`config.mk`:
```
export PLATFORM = sky130hd
export DESIGN_NAME = alpa_ctrl
export DESIGN_NICKNAME = d
export VERILOG_FILES = /design/src/hw/rtl/alpa_pkg.sv /design/src/hw/rtl/alpa_ctrl.sv
export SDC_FILE = /design/constraint.sdc
export NUM_CORES = 1
export LEC_CHECK = 0
export BUFFER_PORTS_ARGS = -buffer_cell sky130_fd_sc_hd__buf_4
export CELL_PAD_IN_SITES_DETAIL_PLACEMENT = 1
export CELL_PAD_IN_SITES_GLOBAL_PLACEMENT = 2
export CORE_AREA = 2 2 39 41
export DETAILED_ROUTE_END_ITERATION = 12
export DIE_AREA = 0 0 41 43
export MAX_ROUTING_LAYER = met4
export PLACE_DENSITY = 0.62
export SKIP_CTS_REPAIR_TIMING = 1
export SYNTH_ARGS = -nofsm -noshare
export SYNTH_HDL_FRONTEND = slang
export SYNTH_SLANG_ARGS = --single-unit
```
`constraint.sdc`:
```
create_clock -name clk -period 0.9 [get_ports clk]
set_input_delay 0.045 -clock clk [delete_from_list [all_inputs] [get_ports clk]]
set_output_delay 0.045 -clock clk [all_outputs]
set_load 0.02 [all_outputs]
```
`src/hw/rtl/alpa_pkg.sv`:
```
// ----------------------------------------------------------------------------
// Address lease pool allocator package
// Shared request and status codes and the controller/datapath command types.
// ----------------------------------------------------------------------------
package alpa_pkg;

    localparam logic [2:0] REQ_ACQUIRE = 3'd0;
    localparam logic [2:0] REQ_FIND    = 3'd1;
    localparam logic [2:0] REQ_RENEW   = 3'd2;
    localparam logic [2:0] REQ_OWNS    = 3'd3;
    localparam logic [2:0] REQ_RELEASE = 3'd4;
    localparam logic [2:0] REQ_REAP    = 3'd5;

    localparam logic [2:0] ST_OK       = 3'd0;
    localparam logic [2:0] ST_MISMATCH = 3'd1;
    localparam logic [2:0] ST_LEASED   = 3'd2;
    localparam logic [2:0] ST_FULL     = 3'd3;
    localparam logic [2:0] ST_NO_IDS   = 3'd4;
    localparam logic [2:0] ST_EMPTY    = 3'd5;

    localparam logic [1:0] REG_POOL_FIRST = 2'd0;
    localparam logic [1:0] REG_POOL_LAST  = 2'd1;
    localparam logic [1:0] REG_LEASE_SECS = 2'd2;

    localparam int REQ_W = 3;
    localparam int ST_W  = 3;
    localparam int ID_W  = 32;
    localparam int ADR_W = 32;
    localparam int NOW_W = 40;
    localparam int EXP_W = 41;
    localparam int CNT_W = 9;

    // Commands from the controller to the datapath.
    typedef struct packed {
        logic load;    // capture the request and clear the scan
        logic scan;    // visit the current slot
        logic commit;  // apply the update and build the result
    } alpa_cmd_t;

    // Status returned to the controller.
    typedef struct packed {
        logic scan_last; // current slot is the last one
        logic commit_rd; // pipelined read of the final slot has landed
    } alpa_sts_t;

endpackage

```
`src/hw/rtl/alpa_ctrl.sv`:
```
// ----------------------------------------------------------------------------
// Address lease pool allocator controller
// Sequences load, slot scan, drain, commit and result handshake.
// ----------------------------------------------------------------------------
module alpa_ctrl (
    input  logic                 clk,
    input  logic                 rst_n,
    input  logic                 in_valid,
    output logic                 in_ready,
    output logic                 out_valid,
    input  logic                 out_ready,
    input  alpa_pkg::alpa_sts_t  sts,
    output alpa_pkg::alpa_cmd_t  cmd
);
    import alpa_pkg::*;

    localparam logic [2:0] S_IDLE   = 3'd0;
    localparam logic [2:0] S_SCAN   = 3'd1;
    localparam logic [2:0] S_DRAIN  = 3'd2;
    localparam logic [2:0] S_COMMIT = 3'd3;
    localparam logic [2:0] S_OUT    = 3'd4;

    logic [2:0] state_reg, state_next;

    always_comb
    begin
        state_next = state_reg;
        cmd        = '0;
        in_ready   = 1'b0;
        out_valid  = 1'b0;
        case (state_reg)
            S_IDLE:
            begin
                in_ready = 1'b1;
                if (in_valid)
                begin
                    cmd.load   = 1'b1;
                    state_next = S_SCAN;
                end
            end
            S_SCAN:
            begin
                cmd.scan = 1'b1;
                if (sts.scan_last)
                begin
                    state_next = S_DRAIN;
                end
            end
            S_DRAIN:
            begin
                if (sts.commit_rd)
                begin
                    state_next = S_COMMIT;
                end
            end
            S_COMMIT:
            begin
                cmd.commit = 1'b1;
                state_next = S_OUT;
            end
            S_OUT:
            begin
                out_valid = 1'b1;
                if (out_ready)
                begin
                    state_next = S_IDLE;
                end
            end
            default:
            begin
                state_next = S_IDLE;
            end
        endcase
    end

    always_ff @(posedge clk or negedge rst_n)
    begin
        if (!rst_n)
        begin
            state_reg <= S_IDLE;
        end
        else
        begin
            state_reg <= state_next;
        end
    end

endmodule

```
==> impl_metrics.tcl, run 1 <==
set metrics [dict create \
    total_power_w 0.00133 \
    final.min_clock_period_ps 1190 \
    worst-slew-pin-transition_ps 207 \
    cts_root_buf "clkbuf_4" \
    grt_max_degree 10 \
    wl_um 581 \
    hp-class "in2reg" \
    fin_crit_sh_pct 132 \
    fin_util_pct 27.1 \
    final_hold_viol_count 0 \
    synth_top_area_share_pct 38.2 \
    critPathLaunchType "flip-flop" \
    htreeDepth 1 \
    num_vias 212 \
    netSwitchingPower_w 0.000545 \
    num_rows 14 \
    power_frac_comb_pct 53.6 \
    crit_type "reg2out" \
    cts_sinks 3 \
    fp.dieW_um 41 \
    place_area_um2 300 \
    synthCells 18 \
    fin_ws_ps -292 \
    gr-usage-all-layers_pct 9.26 \
    crit_path_end_kind "output pin" \
    cts_tree "done" \
    start_util_pct 14.2 \
    seqPwrFrac_pct 28.5 \
    final_common_cell "buf_4" \
    drt_iter0_drc 0 \
    clk_latency_ps 240 \
    die_y_um 43 \
    slew_headroom_pct 86.2 \
    p_int_w 0.000785 \
    worstPathRequired_ps 850 \
    die_area_um2 1760 \
    core_area_um2 1380 \
    worst-path-max-fanout 8 \
    final_nets 42 \
    antenna_found_initial 0 \
    cts_buffer_depth 2 \
    grt_overflow 0 \
    leakagePower_nw 0.178 \
    synth_nets 24 \
    p_sw_share_pct 41.0 \
    cts_made_buffers 3 \
    clock_power_share_pct 18.0 \
    crit_arrival_ps 1150 \
    yosysTopAreaCell "dfrtp_1" \
    viasPerCell 4.16 \
    port_buffers 10 \
    n_antenna_cell 0 \
    ir_drop_uv 1040 \
    ys_seq_area_share_pct 38.2 \
    firstDrtPassIters 1 \
    synth-seq-cells 3 \
    area_delta_synth_final_pct 91.1 \
    ys_types 14 \
    largest_reg_flops 3 \
    setup-tns-final_ps -1500 \
    grt_pass1_vias 223 \
    drive_gt1_share_pct 68.6 \
    fmax_ghz 0.839 \
    synth_area_um2 196 \
    yosys-top-cells-area "dfrtp_1, nor3b_4, a211oi_2" \
    final_area_um2 375 \
    drc_errors 0 \
    layout_common_cells "buf_4, clkbuf_4, buf_6, dfrtp_2, inv_1" \
    violations "negative setup slack" \
    avgRoutedWirePerCell_um 11.4 \
    setup_viol 7 \
    num_io_pins 11 \
    status "finished with violations" \
    drv_slew 0 \
    synth-warning-count 0 \
    fill_cells 169 \
    dp.final_hpwl_um 410 \
    rsz0062_at_grt "true" \
    grt_pass1_wl_um 972 \
    place_congestion 0.685 \
    skew_ps 4.67 \
    syn-mean-instance-area_um2 10.9 \
    antenna_left 0 \
    place_ws_ps -142 \
    p_per_area_nw_per_um2 3540 \
    clk_pin_slew_ps 40 \
    cap_violations 0 \
]
==> power by group through the flow <==
stage / Clock [W] / Combinational [W] / Sequential [W]
finish: 0.000239 / 0.000713 / 0.000379
CTS: 0.000257 / 0.000606 / 0.000362
global route: 0.000274 / 0.000765 / 0.000392
floorplan: 0 / 0.000454 / 0.000287
global placement: 0 / 0.000600 / 0.000351
detailed placement: 0 / 0.000603 / 0.000366
==> final timing paths <==
check | endpoint | slack (ps) | cells after the start | start
worst min register to register | state_reg[1] | 530 | 1 | state_reg[2]
worst max-delay path | cmd[2] | -290 | 2 | state_reg[0]
max in group asynchronous | state_reg[1] | 650 | 2 | rst_n
worst min-delay path | state_reg[2] | 80 | 3 | out_ready
worst max register to register | state_reg[0] | -150 | 3 | state_reg[1]
min in group asynchronous | state_reg[2] | 140 | 2 | rst_n
==> metrics by stage <==
step           hold slack [ps]  std cells
3_5_place_dp              -159         44
4_1_cts                   -420         48
6_report                  83.6         51
2_1_floorplan             -251         18
5_1_grt                    103         51
3_3_place_gp              -163         44
==> Yosys cell counts, drive strengths merged <==
cell type / count
dfrtp: 3
and3b: 1
nand2b: 1
nand3b: 1
mux2i: 1
a21oi: 1
buf: 1
nor3b: 1
inv: 2
nor4b: 1
nor3: 2
a21o: 1
o21a: 1
a211oi: 1
==> layout make-up <==
cell class | instances | area (um^2) | share of cell area [%]
tap | 16 | 20.0 | 5.33
sequential | 3 | 78.8 | 21.0
inverter | 2 | 7.51 | 2.00
timing repair buffer | 14 | 119 | 31.7
multi-input combinational | 12 | 124 | 33.0
clock buffer | 4 | 26.3 | 7.00
==> layer usage <==
layer  up-vias  global-route usage [%]  part of all wire [%]
met5         -                       -                     0
met4         0                    12.0                     0
met3         0                    3.14                   2.8
met2         3                    11.6                    60
met1       112                    9.32                    37
li1         97                       -                     -
==> critical path: stages, from the launching register on <==
cell	delay, ps
dfrtp_2	470
nor4b_4	260
buf_4	180
==> cells by family (layout without fill, tap and decap cells) <==
logic type	Yosys count	in the layout	synth area share, %
compound gates	4	4	16.6
buf+inv	3	20	9.56
flops	3	3	38.2
mux	1	1	5.10
simple gates	7	7	30.6
Note: power is estimated with default switching activity, not from simulation.
==> run 2: changes to the inputs <==
Settings changed: PLACE_DENSITY 0.62 to 0.6.
Clock period 0.9 ns to 1.24 ns, I/O delays scaled along.
==> impl_metrics.tcl, run 2 (synthesis results as in run 1) <==
set metrics [dict create \
    status "finished clean" \
    skew_ps 1.16 \
    largest_reg_flops 3 \
    num_rows 14 \
    cts_root_buf "clkbuf_4" \
    grt_max_degree 10 \
    worst-slew-pin-transition_ps 201 \
    antenna_found_initial 0 \
    crit_arrival_ps 1130 \
    final_common_cell "buf_4" \
    area_delta_synth_final_pct 66.2 \
    reg2reg_to "state_reg[0]" \
    hold_depth 3 \
    drive_gt1_share_pct 59.4 \
    die_y_um 43 \
    cts_buffer_depth 2 \
    hold_ws_ps 113 \
    cp_slowest_cell "dfrtp_2" \
    crit_path_end_kind "output pin" \
    dp.final_hpwl_um 374 \
    n_antenna_cell 0 \
    cts_tree "done" \
    cts_sinks 3 \
    grt_overflow 0 \
    avgRoutedWirePerCell_um 10.2 \
    fill_cells 164 \
    wl_um 491 \
    setup_viol 0 \
    worstPathRequired_ps 1180 \
    layout_common_cells "buf_4, clkbuf_4, dfrtp_2" \
    worstReg2RegStart "state_reg[1]" \
    rsz0062_at_grt "true" \
    port_buffers 10 \
    viasPerCell 3.81 \
    p_per_area_nw_per_um2 2570 \
    min_to "state_reg[1]" \
    r2r_slack_ps 270 \
    max_stage_delay_ps 450 \
    path_cells "nor4b_2, buf_4" \
    antenna_left 0 \
    hp-class "in2reg" \
    critPathLaunchType "flip-flop" \
    drt_iter0_drc 0 \
    clk_latency_ps 230 \
    drv_slew 0 \
    htreeDepth 1 \
    grt_pass1_vias 190 \
    multi_input_area_um2 109 \
    total_power_w 0.000839 \
    worstRegToRegCells 2 \
    fp.dieW_um 41 \
    cts_made_buffers 3 \
    crit_type "reg2out" \
    fin_ws_ps 43.4 \
    place_congestion 0.674 \
    drc_errors 0 \
    min_from "sts[1]" \
    leakagePower_nw 0.154 \
    fmax_ghz 0.836 \
    fin_crit_sh_pct 96.5 \
    seq_area_um2 78.8 \
    final_nets 39 \
    num_vias 183 \
    start_util_pct 14.2 \
    cp_top_family "flip-flops" \
    firstDrtPassIters 1 \
    die_area_um2 1760 \
    slew_headroom_pct 86.6 \
    ir_drop_uv 580 \
    gr-usage-all-layers_pct 6.69 \
    final_hold_viol_count 0 \
    critPathBufInv 1 \
    grt_pass1_wl_um 738 \
    final.min_clock_period_ps 1200 \
    worst-path-max-fanout 7 \
    num_io_pins 11 \
    core_area_um2 1380 \
    cap_violations 0 \
    clk_pin_slew_ps 40 \
    setup-tns-final_ps 0 \
    place_ws_ps 201 \
]
[run 2: cell count changes in the layout (fill, tap and decap cells not counted)]
cell,change
nor4b_4,-1
nor3_2,-1
and3b_1,+1
nor4b_2,+1
and3b_2,-1
buf_6,-3
nor3_1,+1
[run 2: routing by layer]
layer  vias up  global-route usage [%]  routed length (um)  share of wire (%)
li1         92                       -                   -                  -
met3         0                    1.57                  10                2.0
met5         -                       -                   0                  0
met2         5                    9.69                 239                 49
met4         0                    6.00                   0                  0
met1        86                    7.07                 241                 49
[run 2: tightest hold or removal path: stages]
cell and delay, ps:
buf_4 110, nand3b_1 70, a21oi_1 60
[run 2: per-stage QoR]
step           std cells  instance area [um^2]  utilization, %
2_1_floorplan         18                   203               -
5_1_grt               48                   327            23.6
3_3_place_gp          43                   287            20.7
3_5_place_dp          43                   287            20.7
6_report              48                   327            23.6
4_1_cts               47                   313            22.6
[run 2: cell type report]
class	count	share of cell area (%)
multi-input combinational	12	33.3
timing repair buffer	11	26.1
sequential	3	24.1
clock buffer	4	8.05
tap	16	6.13
inverter	2	2.30
[run 2: how the worst max path moves through the flow]
stage | from | endpoint | slack [ps] | depth (start not counted)
2_1_floorplan | state_reg[0] | cmd[1] | 120 | 2
3_3_place_gp | state_reg[0] | cmd[1] | 220 | 3
3_5_place_dp | state_reg[1] | state_reg[0] | 200 | 2
4_1_cts | state_reg[0] | cmd[1] | -50 | 3
5_1_grt | state_reg[2] | cmd[2] | -30 | 2
6_report | state_reg[2] | cmd[2] | 40 | 2
[run 2: report_power, final]
group	switching (W)	internal [W]
sequential	0.000117	0.000152
clock	0.0000464	0.000120
combinational	0.000189	0.000215
