==> config.mk <==
export PLATFORM = sky130hd
export DESIGN_NAME = alpa_cfg
export DESIGN_NICKNAME = d
export VERILOG_FILES = /design/src/hw/rtl/alpa_pkg.sv /design/src/hw/rtl/alpa_cfg.sv
export SDC_FILE = /design/constraint.sdc
export NUM_CORES = 1
export LEC_CHECK = 0
export ABC_AREA = 1
export BUFFER_PORTS_ARGS = -buffer_cell sky130_fd_sc_hd__buf_4
export CORE_AREA = 8 8 103 105
export DETAILED_ROUTE_END_ITERATION = 8
export DIE_AREA = 0 0 111 113
export GPL_ROUTABILITY_DRIVEN = 1
export GPL_TIMING_DRIVEN = 0
export HOLD_SLACK_MARGIN = 0.15
export PLACE_DENSITY_LB_ADDON = 0.05
export SLEW_MARGIN = 15
export SYNTH_ARGS = -nofsm -noshare
export SYNTH_HDL_FRONTEND = slang
export SYNTH_SLANG_ARGS = --single-unit
==> constraint.sdc <==
create_clock -name clk -period 2.55 [get_ports clk]
set_input_delay 0.51 -clock clk [delete_from_list [all_inputs] [get_ports clk]]
set_output_delay 0.51 -clock clk [all_outputs]
set_load 0.01 [all_outputs]
==> src/hw/rtl/alpa_pkg.sv <==
// ----------------------------------------------------------------------------
// Address lease pool allocator package
// Shared request and status codes and the controller/datapath command types.
// ----------------------------------------------------------------------------
package alpa_pkg;

    localparam logic [2:0] REQ_ACQUIRE = 3'd0;
    localparam logic [2:0] REQ_FIND    = 3'd1;
    localparam logic [2:0] REQ_RENEW   = 3'd2;
    localparam logic [2:0] REQ_OWNS    = 3'd3;
    localparam logic [2:0] REQ_RELEASE = 3'd4;
    localparam logic [2:0] REQ_REAP    = 3'd5;

    localparam logic [2:0] ST_OK       = 3'd0;
    localparam logic [2:0] ST_MISMATCH = 3'd1;
    localparam logic [2:0] ST_LEASED   = 3'd2;
    localparam logic [2:0] ST_FULL     = 3'd3;
    localparam logic [2:0] ST_NO_IDS   = 3'd4;
    localparam logic [2:0] ST_EMPTY    = 3'd5;

    localparam logic [1:0] REG_POOL_FIRST = 2'd0;
    localparam logic [1:0] REG_POOL_LAST  = 2'd1;
    localparam logic [1:0] REG_LEASE_SECS = 2'd2;

    localparam int REQ_W = 3;
    localparam int ST_W  = 3;
    localparam int ID_W  = 32;
    localparam int ADR_W = 32;
    localparam int NOW_W = 40;
    localparam int EXP_W = 41;
    localparam int CNT_W = 9;

    // Commands from the controller to the datapath.
    typedef struct packed {
        logic load;    // capture the request and clear the scan
        logic scan;    // visit the current slot
        logic commit;  // apply the update and build the result
    } alpa_cmd_t;

    // Status returned to the controller.
    typedef struct packed {
        logic scan_last; // current slot is the last one
        logic commit_rd; // pipelined read of the final slot has landed
    } alpa_sts_t;

endpackage

==> src/hw/rtl/alpa_cfg.sv <==
// ----------------------------------------------------------------------------
// Address lease pool allocator configuration registers
// APB-style register file for the pool bounds and lease duration.
// ----------------------------------------------------------------------------
module alpa_cfg (
    input  logic        clk,
    input  logic        rst_n,
    input  logic        psel,
    input  logic        penable,
    input  logic        pwrite,
    input  logic [3:0]  paddr,
    input  logic [31:0] pwdata,
    output logic [31:0] prdata,
    output logic        pready,
    output logic [31:0] pool_first,
    output logic [31:0] pool_last,
    output logic [31:0] lease_seconds
);
    import alpa_pkg::*;

    logic [31:0] first_reg, last_reg, secs_reg;
    logic        wr;

    assign pready = 1'b1;
    assign wr     = psel && penable && pwrite;

    always_ff @(posedge clk or negedge rst_n)
    begin
        if (!rst_n)
        begin
            first_reg <= 32'd167772162;
            last_reg  <= 32'd167772417;
            secs_reg  <= 32'd3600;
        end
        else if (wr && paddr[1:0] == 2'b00)
        begin
            case (paddr[3:2])
                REG_POOL_FIRST: first_reg <= pwdata;
                REG_POOL_LAST:  last_reg  <= pwdata;
                REG_LEASE_SECS: secs_reg  <= pwdata;
                default:        secs_reg  <= secs_reg;
            endcase
        end
    end

    always_comb
    begin
        case (paddr[3:2])
            REG_POOL_FIRST: prdata = first_reg;
            REG_POOL_LAST:  prdata = last_reg;
            REG_LEASE_SECS: prdata = secs_reg;
            default:        prdata = '0;
        endcase
    end

    assign pool_first    = first_reg;
    assign pool_last     = last_reg;
    assign lease_seconds = secs_reg;

endmodule

==> reports/results.tsv, run 1 <==
stage	metric	value	unit
flow_run	cap_violations	0	
setup_path	path_class	in -> out	
grt	use_met1	30.9	%
cts	cts_root_buffer	clkbuf_8	
power_and_ir_drop	p_per_area	670	nW/um^2
grt	grt_overflow	0	
yosys	ys_types	15	
setup_path	end_kind	primary output	
yosys	synth_top_area_share	46.2	%
status	status	finished, final reports clean	
grt	grt-busiest-layer	met2	
sta	hold_violations	0	
sta	setup_viol	0	
yosys	syn-instance-count	576	
sta	whs	222	ps
cts	cts_buffers	9	
sta	max_freq	0.465	GHz
setup_path	crit_slowest_cell	buf_2	
power_and_ir_drop	comb_power_share	24.1	%
sta	setup_slack	399	ps
power_and_ir_drop	switchingPower	0.00125	W
power_and_ir_drop	clockPowerShare	30.2	%
detailed_routing	vias	4980	
power_and_ir_drop	ir_drop	317	uV
grt	grt_use_total	24.8	%
yosys	seq_area_frac_synth	52.5	%
yosys	synth_largest_area_cell	dfrtp_1	
setup_path	cp-start-kind	primary input	
cts	cts_max_level	3	
grt	grt_max_degree	97	
place	post-place-ws	411	ps
detailed_routing	wirelength	16100	um
grt	use_met2	41.1	%
detailed_routing	drt_first_pass_iters	5	
cts	cts.hold.buffers_added	0	
final_layout	syn_to_final_growth	36.2	%
power_and_ir_drop	switching_share	29.9	%
power_and_ir_drop	power.total	0.00420	W
sta	tightest_slew	852	ps
cts	ctsResizeCount	0	
setup_path	worst-path-buf-inv	4	
sta	slew_viol_final	0	
grt	use_met3	5.66	%
cts	clk_pin_slew	90	ps
yosys	synth_area	4600	um^2
floorplan	io_pins	170	
setup_path	critical_path.max_stage_delay	290	ps
floorplan	start_util	51.3	%
yosys	synth_common_cells	289 x nand2_1, 96 x nand4_1, 85 x dfrtp_1	
sta	rsz0062_at_grt	false	
yosys	yosysWarnings	0	
final_layout	diodes	0	
grt	grt_pass1_wl	25600	um
place	place_hpwl	11600	um
place	post-place-cells	855	
floorplan	dieArea	12500	um^2
yosys	synth_most_common_cell	nand2_1	
final_layout	layout-drive-gt1-share	32.4	%
cts	clock_sinks	96	
detailed_routing	drc	0	
detailed_routing	drt-initial-drc-count	421	
cts	ctsLongestPathBuffers	2	
detailed_routing	antenna_left	0	
sta	fin_crit	2150	ps
final_layout	nets	796	
grt	antenna_found_initial	0	
cts	post_cts_buffers	0	
place	gp_congestion	0.886	
cts	cts_tree	done	
sta	fin_crit_sh	84.4	%
power_and_ir_drop	power_leakage	3.52	nW
grt	first_global_vias	4959	
detailed_routing	vias_per_cell	5.72	
sta	setup_tns	0	ps
floorplan	fp.coreArea	8980	um^2
yosys	synthFlopType	dfrtp_1	
worst_hold_path	holdCritPathClass	in -> async	
floorplan	fp.dieW	111	um
power_and_ir_drop	seqPwrFrac	45.7	%
setup_path	cp.arrival	1640	ps
final_layout	final_cells	871	
setup_path	cp.required	2040	ps
setup_path	cp_top_family	buffers and inverters	
setup_path	path_cells	buf_4 -> nor2_1 -> buf_2 -> buf_2 -> nand2_1 -> nand3_1 -> buf_4	
sta	finClkSkew	0	ps
place	port-buffer-count	168	
floorplan	die_h	113	um
cts	clkLatencyLatePin	360	ps
yosys	avgSynthCellArea	7.99	um^2
yosys	ys_async_sr_fraction	100	%
yosys	synth_edf_count	0	
setup_path	crit_path_max_fanout	10	
floorplan	rows	35	
power_and_ir_drop	p_int	0.00295	W
yosys	synthTopCellsByArea	dfrtp_1 46%, nand2_1 24%, nand4_1 13%	
yosys	syn-num-nets	617	
detailed_routing	wl_per_cell	18.5	um
yosys	ys_ff_latch	96	
sta	timing.slew.headroom	43.2	%
worst paths after layout:
check	startpoint	end	slack, ps	cells past startpoint
worst max-delay path	paddr[3]	prdata[14]	400	7
worst min-delay path	rst_n	pool_last[18]	220	1
worst max register to register	lease_seconds[11]	lease_seconds[11]	1790	2
worst min register to register	pool_first[1]	pool_first[1]	480	2
max in group asynchronous	rst_n	pool_last[2]	1740	1
min in group clk	pwdata[1]	pool_first[1]	390	3
logic make-up (layout without fill, tap and decap cells):
kind of cell	count (synthesis)	in the layout	synth area share, %
buffers and inverters	54	238	6.14
DFF	96	96	52.5
other	1	1	0.0814
and+or+nand+nor	425	425	41.3
worst reg2reg max path, stage by stage, from the launching register on:
cell	delay, ps
dfstp_2	570
nand2_1	60
nand2_1	90
registers in the layout, indices dropped and copies added, names as in the netlist:
signal         count
pool_last         32
lease_seconds     32
pool_first        32
layout make-up:
type	count	area (um^2)
Clock buffer	12	165
Sequential cell	96	2420
Multi-Input combinational cell	426	1910
Timing Repair Buffer	168	1260
Fill cell	756	2710
Clock inverter	4	98.8
Buffer	51	272
Inverter	3	11.3
Tap cell	111	139
power by group through the flow:
stage	clock network (W)	logic [W]	registers, W
2_1_floorplan	0	0.000325	0.00200
3_5_place_dp	0	0.00102	0.00194
5_1_grt	0.00133	0.00111	0.00194
3_3_place_gp	0	0.00100	0.00193
4_1_cts	0.00127	0.00103	0.00191
6_report	0.00127	0.00101	0.00192
metrics by stage:
stage,instance area (um^2),util [%]
6_report,6270,69.9
3_3_place_gp,6000,66.9
5_1_grt,6270,69.9
3_5_place_dp,6000,66.9
2_1_floorplan,4600,-
4_1_cts,6270,69.8
cell usage in the layout (no fill, tap or decap), types with 3 or more instances in the layout:
cell type	Yosys	routed
nand4_1	96	96
dfrtp_1	85	85
bufinv_16	0	3
clkbuf_8	0	12
inv_2	3	3
dfstp_2	11	11
buf_4	10	177
nand2_1	289	289
nand3_1	34	34
clkbuf_1	6	6
buf_2	34	34
metal layers:
metal  up-vias  part of all wire (%)  wire [um]
met5         -                     0          0
met4         0                   2.3        364
met3        37                   9.2       1490
met2       291                    48       7820
met1      2370                    40       6470
li1       2282                     -          -
Note: power is estimated with default switching activity, not from simulation.
==> run 2, diff against run 1 <==
--- a/config.mk
+++ b/config.mk
@@ -7,9 +7,9 @@
 export LEC_CHECK = 0
 export ABC_AREA = 1
 export BUFFER_PORTS_ARGS = -buffer_cell sky130_fd_sc_hd__buf_4
-export CORE_AREA = 8 8 103 105
+export CORE_AREA = 8 8 111 113
 export DETAILED_ROUTE_END_ITERATION = 8
-export DIE_AREA = 0 0 111 113
+export DIE_AREA = 0 0 119 121
 export GPL_ROUTABILITY_DRIVEN = 1
 export GPL_TIMING_DRIVEN = 0
 export HOLD_SLACK_MARGIN = 0.15
==> constraint.sdc (replaced) <==
create_clock -name clk -period 1.8 [get_ports clk]
set_input_delay 0.36 -clock clk [delete_from_list [all_inputs] [get_ports clk]]
set_output_delay 0.36 -clock clk [all_outputs]
set_load 0.01 [all_outputs]
==> run 2 against run 1 <==
- sequential share of layout area decreased by 0.50 points
- total power increased by 39%
- final cell count increased by 3.6%
- global-route usage decreased by 1.7 points
- flip-flop and latch count unchanged
- utilization decreased by 9.9 points
- worst setup slack got worse by 320 ps
- routed wire length increased by 2.1%
- highest routed layer unchanged
==> reports/results.tsv, run 2 (synthesis results as in run 1) <==
stage	metric	value	unit
status	status	finished, final reports clean	
final_layout	syn_to_final_growth	38.0	%
worst_hold_path	holdCritPathClass	in -> reg	
detailed_routing	drt-initial-drc-count	275	
floorplan	io_pins	170	
sta	finClkSkew	0	ps
power_and_ir_drop	power_leakage	3.52	nW
sta	timing.slew.headroom	57.2	%
cts	cts_tree	done	
sta	max_freq	0.582	GHz
sta	hold_violations	0	
cts	clk_pin_slew	90	ps
cts	clock_sinks	96	
final_layout	layout_common_cells	289 x nand2_1, 186 x buf_4, 96 x nand4_1, 85 x dfrtp_1, 34 x nand3_1	
sta	setup_viol	0	
detailed_routing	wirelength	16500	um
sta	fin_crit	1720	ps
final_layout	nets	798	
place	port-buffer-count	168	
sta	whs	239	ps
floorplan	start_util	43.4	%
setup_path	crit_path_max_fanout	10	
setup_path	cp.required	1440	ps
cts	clkLatencyLatePin	350	ps
power_and_ir_drop	p_per_area	915	nW/um^2
power_and_ir_drop	ir_drop	474	uV
grt	first_global_vias	5086	
grt	antenna_found_initial	0	
cts	cts_max_level	3	
place	placedInstanceArea	6070	um^2
floorplan	dieArea	14400	um^2
grt	grt_pass1_wl	27000	um
sta	fin_crit_sh	95.4	%
final_layout	diodes	0	
setup_path	cp-start-kind	primary input	
final_layout	final_util	59.9	%
floorplan	die_h	121	um
cts	cts_root_buffer	clkbuf_8	
grt	grt_max_degree	50	
floorplan	fp.coreArea	10600	um^2
grt	grt_overflow	0	
sta	rsz0062_at_grt	false	
flow_run	cap_violations	0	
final_layout	layout_commonest_cell	nand2_1	
cts	post_cts_buffers	0	
detailed_routing	vias_per_cell	5.39	
cts	cts_buffers	9	
final_layout	layout-drive-gt1-share	32.4	%
place	place_hpwl	11900	um
detailed_routing	vias	4864	
setup_path	end_kind	primary output	
final_layout	stdcell_area	6350	um^2
detailed_routing	antenna_left	0	
floorplan	rows	38	
setup_path	path_class	in -> out	
cts	ctsLongestPathBuffers	2	
grt	grt_use_total	23.0	%
floorplan	fp.dieW	119	um
detailed_routing	wl_per_cell	18.3	um
place	gp_congestion	0.817	
sta	slew_viol_final	0	
detailed_routing	drt_first_pass_iters	5	
detailed_routing	drc	0	
setup_path	cp.arrival	1360	ps
sta	tightest_slew	642	ps
-- run 2: changes by cell type in the layout (fill, tap and decap cells not counted) --
cell           delta
buf_16            +1
buf_2            -13
buf_4             +9
bufinv_16         -1
clkbuf_4          +4
clkinv_4          -1
clkinvlp_4        +2
dlygate4sd3_1     +1
-- run 2: final timing paths --
path	slack [ps]	cells past startpoint	start	endpoint
min	240	3	pwdata[25]	pool_first[25]
min reg2reg	480	2	lease_seconds[4]	lease_seconds[4]
max in group asynchronous	520	3	rst_n	pool_last[0]
max reg2reg	1030	2	lease_seconds[11]	lease_seconds[11]
max	80	7	paddr[2]	prdata[6]
min in group asynchronous	560	2	rst_n	lease_seconds[13]
-- run 2: where the power goes --
part           leakage [nW]  switching, W  total [W]  internal (W)
clock                 0.115      0.000759    0.00166      0.000897
sequential             1.25      0.000257    0.00272       0.00246
combinational          2.16      0.000757    0.00144      0.000688
-- run 2: per-stage QoR --
step	total power (W)	TNS [ps]	worst slack, ps	cells
5_1_grt	0.00611	0	11.7	902
3_3_place_gp	0.00417	-21.7	-21.7	884
4_1_cts	0.00586	0	2.55	902
6_report	0.00582	0	82.1	902
2_1_floorplan	0.00329	0	438	576
3_5_place_dp	0.00421	-152	-52.9	885
-- run 2: cell type report --
class	instances	area (um^2)
Timing Repair Buffer	170	1300
Fill cell	1000	4250
Tap cell	140	175
Clock inverter	4	75.1
Sequential cell	96	2420
Clock buffer	12	165
Buffer	51	308
Multi-Input combinational cell	426	1910
Inverter	3	11.3
-- run 2: critical path, stage by stage --
cell and delay, ps:
buf_4 120, nor2_2 140, buf_4 190, clkbuf_4 240, nand2_1 100, nand3_1 80, buf_4 120
-- run 2: per-layer routing --
layer / share of wire (%) / global-route usage (%) / up-vias / wire length [um]
met5: 0 / 0 / - / 0
met4: 1.6 / 8.38 / 0 / 263
met3: 7.9 / 6.24 / 21 / 1300
met2: 48 / 37.2 / 194 / 7910
met1: 42 / 29.2 / 2368 / 6990
li1: - / - / 2281 / -
-- run 2: timing repair --
action | 4_1_cts | 5_1_grt
endpoints found under the setup margin | 13 | 32
hold buffers | 1 | 0
endpoints found under the hold margin | 42 | 0
pin swaps | 0 | 0
resized for setup | 3 | 17
==> run 3, diff against run 2 <==
--- a/config.mk
+++ b/config.mk
@@ -7,9 +7,11 @@
 export LEC_CHECK = 0
 export ABC_AREA = 1
 export BUFFER_PORTS_ARGS = -buffer_cell sky130_fd_sc_hd__buf_4
-export CORE_AREA = 8 8 111 113
+export CELL_PAD_IN_SITES_DETAIL_PLACEMENT = 1
+export CELL_PAD_IN_SITES_GLOBAL_PLACEMENT = 1
+export CORE_AREA = 8 8 129 131
 export DETAILED_ROUTE_END_ITERATION = 8
-export DIE_AREA = 0 0 119 121
+export DIE_AREA = 0 0 137 139
 export GPL_ROUTABILITY_DRIVEN = 1
 export GPL_TIMING_DRIVEN = 0
 export HOLD_SLACK_MARGIN = 0.15
==> run 3 against run 2 <==
- sequential power barely moved
- maximum frequency rose by 0.52%
- total power rose by 9.7%
- clock skew did not move
- critical path depth did not move
- die area rose by 32%
- critical path type unchanged
- utilization fell by 16 points
- non-clock buffer count fell by 2
- combinational power barely moved
- routed wire length rose by 15%
- first-iteration DRC count fell by 25%
- clock power rose by 33%
==> reports/results.tsv, run 3 (synthesis results as in run 1) <==
stage	metric	value	unit
final_layout	layout_common_cells	289 x nand2_1, 186 x buf_4, 96 x nand4_1, 85 x dfrtp_1, 34 x nand3_1	
setup_path	end_kind	primary output	
power_and_ir_drop	seqPwrFrac	42.8	%
sta	setup_slack	91.0	ps
detailed_routing	wl_per_cell	20.0	um
setup_path	timing.critical_path.to	prdata[30]	
detailed_routing	drt-initial-drc-count	207	
cts	cts_max_level	3	
floorplan	fp.dieW	137	um
final_layout	diodes	0	
detailed_routing	vias	4861	
floorplan	die_h	139	um
final_layout	syn_to_final_growth	40.5	%
sta	rsz0062_at_grt	true	
final_layout	final_util	43.9	%
final_layout	num-fill-cells	1811	
final_layout	nets	796	
setup_path	path_common_cell	buf_4	
setup_path	path_class	in -> out	
final_layout	layout-drive-gt1-share	31.8	%
power_and_ir_drop	p_per_area	987	nW/um^2
setup_path	cp-start-kind	primary input	
cts	clkLatencyLatePin	340	ps
setup_path	crit_slowest_cell	buf_2	
grt	grt_max_degree	97	
grt	first_global_vias	5292	
sta	max_freq	0.585	GHz
cts	ctsLongestPathBuffers	2	
final_layout	final_cells	948	
power_and_ir_drop	p_int	0.00451	W
final_layout	layout_commonest_cell	nand2_1	
sta	timing.slew.headroom	38.8	%
place	port-buffer-count	168	
detailed_routing	drc	0	
floorplan	dieArea	19000	um^2
sta	setup_viol	0	
setup_path	cp.required	1440	ps
power_and_ir_drop	power.total	0.00638	W
cts	clock_sinks	96	
power_and_ir_drop	switching_share	29.4	%
grt	grt_pass1_wl	30100	um
cts	cts.hold.buffers_added	0	
setup_path	path_cells	buf_4 -> nor2_2 -> buf_4 -> buf_2 -> nand2_1 -> nand3_1 -> buf_4	
flow_run	cap_violations	0	
grt	grt_overflow	0	
floorplan	rows	45	
setup_path	r2r-end	lease_seconds[4]	
setup_path	rr_worst_depth	2	
power_and_ir_drop	switchingPower	0.00188	W
place	place_hpwl	13700	um
detailed_routing	vias_per_cell	5.13	
setup_path	critical_path.max_stage_delay	250	ps
power_and_ir_drop	ir_drop	468	uV
cts	cts_root_buffer	clkbuf_16	
place	post-place-cells	932	
final_layout	stdcell_area	6470	um^2
grt	grt_use_total	20.2	%
sta	hold_violations	0	
detailed_routing	drt_first_pass_iters	4	
grt	antenna_found_initial	0	
place	post-place-ws	-67.3	ps
power_and_ir_drop	comb_power_share	22.8	%
sta	finClkSkew	0	ps
setup_path	startpoint	paddr[2]	
floorplan	start_util	31.2	%
setup_path	crit_path_max_fanout	10	
floorplan	fp.coreArea	14800	um^2
cts	post_cts_buffers	0	
setup_path	cp.arrival	1350	ps
sta	fin_crit	1710	ps
power_and_ir_drop	power_leakage	3.55	nW
sta	fin_crit_sh	94.9	%
cts	clk_pin_slew	70	ps
sta	slew_viol_final	0	
status	status	finished, final reports clean	
detailed_routing	wirelength	19000	um
worst_hold_path	holdCritPathClass	in -> async	
detailed_routing	antenna_left	0	
place	gp_congestion	0.804	
sta	tightest_slew	918	ps
setup_path	reg2reg_slack	1040	ps
cts	cts_tree	done	
floorplan	io_pins	170	
power_and_ir_drop	clockPowerShare	34.4	%
setup_path	regToRegStartpoint	lease_seconds[4]	
cts	cts_buffers	9	
place	placedInstanceArea	6100	um^2
run 3: area by class of cell:
cell class,count,area [um^2],area share (%)
clock buffers,13,240,3.71
plain buffers,51,305,4.72
repair buffers,168,1260,19.6
multi-input cells,426,1910,29.5
inverters,3,11.3,0.174
well taps,188,235,3.64
flip-flops and latches,96,2420,37.4
clock inverters,3,90.1,1.39
run 3: how the worst min path moves through the flow:
stage	end	slack, ps	cells past startpoint
3_5_place_dp	lease_seconds[9]	470	2
6_report	pool_last[19]	100	1
4_1_cts	pool_last[19]	150	1
2_1_floorplan	lease_seconds[0]	60	0
5_1_grt	pool_last[13]	180	1
3_3_place_gp	pool_last[25]	460	2
run 3: per-stage QoR:
stage	setup TNS [ps]	hold slack (ps)
after detailed placement	-431	468
after floorplan	0	64.4
after global routing	-53.9	182
final	0	95.7
after global placement	-74.5	461
after CTS	0	154
run 3: critical path: cells and delay by family:
kind / cells / cell delay, ps
buf+inv: 4 / 700
simple gates: 3 / 290
run 3: layer usage:
layer	vias up	GRT usage, %	share of wire [%]
met5	-	0	0
met4	0	6.06	1.3
met3	22	4.02	6.2
met2	125	32.9	49
met1	2438	26.3	44
li1	2276	-	-
run 3: power by group through the flow:
stage | clock network (W) | registers (W) | logic, W
global placement | 0 | 0.00276 | 0.00145
floorplan | 0 | 0.00283 | 0.000461
detailed placement | 0 | 0.00276 | 0.00148
global route | 0.00232 | 0.00277 | 0.00161
CTS | 0.00223 | 0.00273 | 0.00149
finish | 0.00220 | 0.00273 | 0.00146
run 3: what timing repair did:
action                                  4_1_cts  5_1_grt
resized for setup                             7        9
endpoints found under the setup margin       25       32
hold endpoints to repair                      0        0
